$ cat src/design/elb_pkg.sv
// Package for the edge load-balancer table: payload structs, state codes,
// register indexes and controller/datapath command types. No dependencies.
package elb_pkg;

  localparam int unsigned CFG_W = 32;
  localparam int unsigned CFG_IDX_W = 3;

  localparam logic [1:0] MODE_HB = 2'd0;
  localparam logic [1:0] MODE_ACK = 2'd1;
  localparam logic [1:0] MODE_REQ = 2'd2;
  localparam logic [1:0] MODE_TICK = 2'd3;

  localparam logic [CFG_IDX_W-1:0] REG_LOAD_W = 3'd0;
  localparam logic [CFG_IDX_W-1:0] REG_LAT_W = 3'd1;
  localparam logic [CFG_IDX_W-1:0] REG_UP_TH = 3'd2;
  localparam logic [CFG_IDX_W-1:0] REG_DOWN_TH = 3'd3;
  localparam logic [CFG_IDX_W-1:0] REG_TIMEOUT = 3'd4;

  typedef struct packed {
    logic [1:0] mode;
    logic [31:0] node_addr;
    logic [15:0] node_port;
    logic [7:0] client_count;
    logic [31:0] now_ms;
  } in_item_t;

  typedef struct packed {
    logic kind;
    logic [31:0] target_addr;
    logic [15:0] target_port;
    logic probe_new;
    logic no_node;
    logic scale_up;
    logic scale_down;
    logic table_full;
    logic [4:0] active_count;
    logic last;
  } out_item_t;

  typedef enum logic [3:0] {
    ST_IDLE,
    ST_SCAN,
    ST_HB_ADD,
    ST_EVICT,
    ST_ACK_MUL,
    ST_ACK_WR,
    ST_PING,
    ST_DOWN,
    ST_REMOVE,
    ST_SUMMARY,
    ST_OUT
  } state_t;

  // controller -> datapath
  typedef struct packed {
    logic load;        // capture input item, clear scan
    logic scan_step;   // visit slot at scan index
    logic scan_clr;    // restart scan index at 0
    logic add;         // register new node at slot n
    logic evict_step;  // compaction: visit slot, keep or drop
    logic evict_done;  // commit compaction count
    logic ack_mul;     // compute products
    logic ack_wr;      // write score/ack time
    logic ping_step;   // emit ping target and stamp
    logic remove_step; // shift one slot down
    logic remove_done;
    logic sum_load;    // build summary item
    logic out_load;    // mark output register valid
  } dp_cmd_t;

  // datapath -> controller
  typedef struct packed {
    logic scan_end;
    logic found;
    logic full;
    logic many;      // n > 1
    logic idle_all;
    logic rm_end;
    logic out_busy;  // output register full and stalled
  } dp_stat_t;

endpackage

$ cat src/design/elb_ctrl.sv
// Controller FSM of the edge load-balancer table.
// Depends on elb_pkg; drives dp_cmd_t to elb_dp and reads dp_stat_t.
module elb_ctrl (
  input  logic clk,
  input  logic rst,
  input  logic in_fire,
  input  logic [1:0] mode,
  input  elb_pkg::dp_stat_t stat,
  output elb_pkg::dp_cmd_t cmd,
  output logic busy
);
  import elb_pkg::*;

  state_t state, state_next;
  logic [1:0] md;
  logic ping_pend, ping_pend_next;

  always_ff @(posedge clk) begin
    if (rst) begin
      state <= ST_IDLE;
      md <= MODE_HB;
      ping_pend <= 1'b0;
    end else begin
      state <= state_next;
      ping_pend <= ping_pend_next;
      if (in_fire) md <= mode;
    end
  end

  assign busy = (state != ST_IDLE);

  always_comb begin
    state_next = state;
    ping_pend_next = ping_pend;
    unique case (state)
      ST_IDLE: if (in_fire) begin
        state_next = (mode == MODE_TICK) ? ST_PING : ST_SCAN;
        ping_pend_next = 1'b0;
      end
      ST_SCAN: if (stat.scan_end) begin
        unique case (md)
          MODE_HB: state_next = (stat.found || stat.full) ? ST_EVICT : ST_HB_ADD;
          MODE_ACK: state_next = stat.found ? ST_ACK_MUL : ST_SUMMARY;
          MODE_REQ: state_next = ST_SUMMARY;
          default: state_next = stat.idle_all && stat.many ? ST_REMOVE : ST_SUMMARY;
        endcase
      end
      ST_HB_ADD: state_next = ST_EVICT;
      ST_EVICT: if (stat.scan_end) state_next = ST_SUMMARY;
      ST_ACK_MUL: state_next = ST_ACK_WR;
      ST_ACK_WR: state_next = ST_SUMMARY;
      ST_PING: begin
        if (ping_pend) begin
          if (!stat.out_busy) ping_pend_next = 1'b0;
        end else if (stat.scan_end) begin
          state_next = ST_DOWN;
        end else if (!stat.out_busy) begin
          ping_pend_next = 1'b1;
        end
      end
      ST_DOWN: if (!ping_pend) state_next = ST_SCAN;
      ST_REMOVE: if (stat.rm_end) state_next = ST_SUMMARY;
      ST_SUMMARY: if (!stat.out_busy) state_next = ST_OUT;
      ST_OUT: if (!stat.out_busy) state_next = ST_IDLE;
      default: state_next = ST_IDLE;
    endcase
  end

  always_comb begin
    cmd = '0;
    unique case (state)
      ST_IDLE: cmd.load = in_fire;
      ST_SCAN: cmd.scan_step = !stat.scan_end;
      ST_HB_ADD: cmd.add = 1'b1;
      ST_EVICT: begin
        cmd.evict_step = !stat.scan_end;
        cmd.evict_done = stat.scan_end;
      end
      ST_ACK_MUL: cmd.ack_mul = 1'b1;
      ST_ACK_WR: cmd.ack_wr = 1'b1;
      ST_PING: begin
        if (ping_pend) cmd.out_load = !stat.out_busy;
        else if (stat.scan_end) cmd.scan_clr = 1'b1;
        else cmd.ping_step = !stat.out_busy;
      end
      ST_DOWN: cmd = '0;
      ST_REMOVE: begin
        cmd.remove_step = !stat.rm_end;
        cmd.remove_done = stat.rm_end;
      end
      ST_SUMMARY: cmd.sum_load = !stat.out_busy;
      ST_OUT: cmd.out_load = !stat.out_busy;
      default: cmd = '0;
    endcase
  end
endmodule

$ cat config.mk
export PLATFORM = sky130hd
export DESIGN_NAME = elb_ctrl
export DESIGN_NICKNAME = d
export VERILOG_FILES = /design/src/design/elb_pkg.sv /design/src/design/elb_ctrl.sv
export SDC_FILE = /design/constraint.sdc
export NUM_CORES = 1
export LEC_CHECK = 0
export ABC_AREA = 1
export BUFFER_PORTS_ARGS = -buffer_cell sky130_fd_sc_hd__buf_2
export CAP_MARGIN = 10
export CORE_MARGIN = 3
export CORE_UTILIZATION = 51
export DETAILED_ROUTE_END_ITERATION = 8
export GPL_TIMING_DRIVEN = 0
export PLACE_DENSITY = 0.86
export RECOVER_POWER = 25
export SLEW_MARGIN = 20
export SYNTH_ARGS = -nofsm -noshare
export SYNTH_HDL_FRONTEND = slang
export SYNTH_SLANG_ARGS = --single-unit
$ cat constraint.sdc
create_clock -name clk -period 2.94 [get_ports clk]
set_clock_uncertainty 0.05 [all_clocks]
set_input_delay 0.588 -clock clk [delete_from_list [all_inputs] [get_ports clk]]
set_output_delay 0.588 -clock clk [all_outputs]
set_load 0.01 [all_outputs]
==> reports/metrics.yaml <==
grt_pass1_vias: 759
insertion_delay_ns: 0.26
arrival_ns: 1.49
synth_seq_cells: 7
min_from: "md[0]"
place_congestion: 0.913
initial_utilization_pct: 58.5
setup_tns_ns: 0
final_hold_viol_count: 0
run_status: "finished, final reports clean"
wirelength_um: 1780
fin_cells: 171
syn-num-nets: 141
crit_type: "reg -> out"
worst_pin_slew_ns: 0.533
period_share_pct: 72.3
final_cell_mix: "nand2_1 (39), buf_2 (25), inv_1 (22), nor2_1 (18), nand3_1 (11)"
synth_area_leader_cell: "nand2_1"
gr-usage-met3_pct: 2.54
drive_above_1_share_pct: 25.5
muxShareOfSynthArea_pct: 0
final_common_cell: "nand2_1"
ff2ff_path_depth: 7
rsz0062_at_grt: "false"
core_area_um2: 1200
r2r_start: "state[2]"
peakVddDrop_v: 0.000499
ys_types: 20
fin_nets: 170
syn2layout_area_growth_pct: 22.6
ctsResizeCount: 0
p_per_area_nw_per_um2: 755
postLayoutCoreUtil_pct: 71.8
startpoint: "state[2]"
final.min_clock_period_ns: 2.13
worstHoldPathType: "reg -> reg"
worstPathRequired_ns: 2.30
num_vias: 890
post-dp-hpwl_um: 1480
synth-simple-area-share_pct: 55.0
clk_pin_slew_ns: 0.06
finalSetupViolations: 0
cts.path.max_buffers: 2
synth.area.top_cells: "nand2_1 (21%), dfxtp_1 (20%), inv_1 (12%)"
dieArea_um2: 1860
port_buffers: 24
grtUsageMet2_pct: 31.0
gr-usage-all-layers_pct: 20.3
use_met1_pct: 27.5
grt_pass1_wl_um: 3000
grt-busiest-layer: "met2"
synth_fa_ha_area_share_pct: 0
via_per_inst: 5.20
ant_nets: 0
syn_area_per_cell_um2: 5.45
fp.dieH_um: 43.1
synth_top_cell_area_share_pct: 20.8
dp.cells: 167
synth_compound_area_share_pct: 11.0
grt_overflow: 0
ys_warn_count: 0
critPathCapture: "cmd[12]"
drtIter0Drc: 20
die_w_um: 43.1
synth_area_um2: 703
cts_hold_buf: 0
cp-end-kind: "output port"
wl_per_cell_um: 10.4
drc: 0
ios: 26
antenna_cells: 0
crit_path_start_kind: "flip-flop"
r2r_slack_ns: 1.37
first_pass_iters: 4
antenna_found_initial: 0
synth-xor-area-share_pct: 0
critPathMaxFanout: 9
row_count: 12
r2r-end: "state[3]"
max-cap-violations: 0
cts_buffers: 3
post_cts_buffers: 0
synth_top_family_by_area: "simple AND/OR/NAND/NOR gates"
grt_max_degree: 10
maxSlewViolCount: 0
ys_seq_area_share_pct: 19.9
cts_root_buf: "clkbuf_4"
total_power_mw: 0.651
fmax_mhz: 470
clock-sinks: 7
slew_headroom_pct: 64.4
cts_tree: "done"
htree_levels: 1
synthCells: 129
leakagePower_nw: 0.534
## worst max-delay path, cell delays in order, from the launching register on
cell and delay [ns]:
dfxtp_1 0.36, nor2_1 0.44, nand2_1 0.20, nor2_1 0.11, buf_2 0.13
## synthesized netlist by cell type, drive strengths merged
master	number
inv	25
o21ai	1
nand3	12
o22ai	1
o211ai	2
a211oi	1
a21oi	7
o2111ai	1
buf	1
nor3	4
dfxtp	7
nor2	24
nand2	41
nand4	2
## layout make-up
cell class	instances	area [um^2]
Inverter	25	93.8
Tap cell	14	17.5
Fill cell	123	339
Buffer	1	5.00
Timing Repair Buffer	24	120
Sequential cell	7	140
Multi-Input combinational cell	96	459
Clock buffer	4	26.3
## power by group
group | internal, mW | total [mW] | switching [mW]
Sequential | 0.117 | 0.157 | 0.0403
Clock | 0.0519 | 0.0885 | 0.0367
Combinational | 0.138 | 0.405 | 0.267
## registers in the layout, summed over array words and instances, names as in the netlist
signal / cells
state: 4
md: 2
ping_pend: 1
## routing by layer
layer | part of all wire [%] | up-vias
li1 | - | 462
met1 | 46 | 380
met2 | 44 | 39
met3 | 7.1 | 9
met4 | 3.1 | 0
met5 | 0 | -
## worst min path at each step
stage	endpoint	cells past startpoint
2_1_floorplan	md[0]	2
3_3_place_gp	md[0]	2
3_5_place_dp	md[1]	2
4_1_cts	md[0]	2
5_1_grt	md[1]	2
6_report	md[0]	2
## cells by family (layout without fill, tap and decap cells)
family	Yosys count	in the layout
flops	7	7
buf+inv	26	54
compound gates	13	13
simple gates	83	83
## through the flow
stage	hold WS, ns	setup slack [ns]	area [um^2]
2_1_floorplan	0.423	1.23	703
3_3_place_gp	0.450	1.06	841
3_5_place_dp	0.458	1.03	841
4_1_cts	0.468	0.844	867
5_1_grt	0.505	0.691	862
6_report	0.471	0.814	862
No activity file was read; power rests on OpenSTA's default activity.
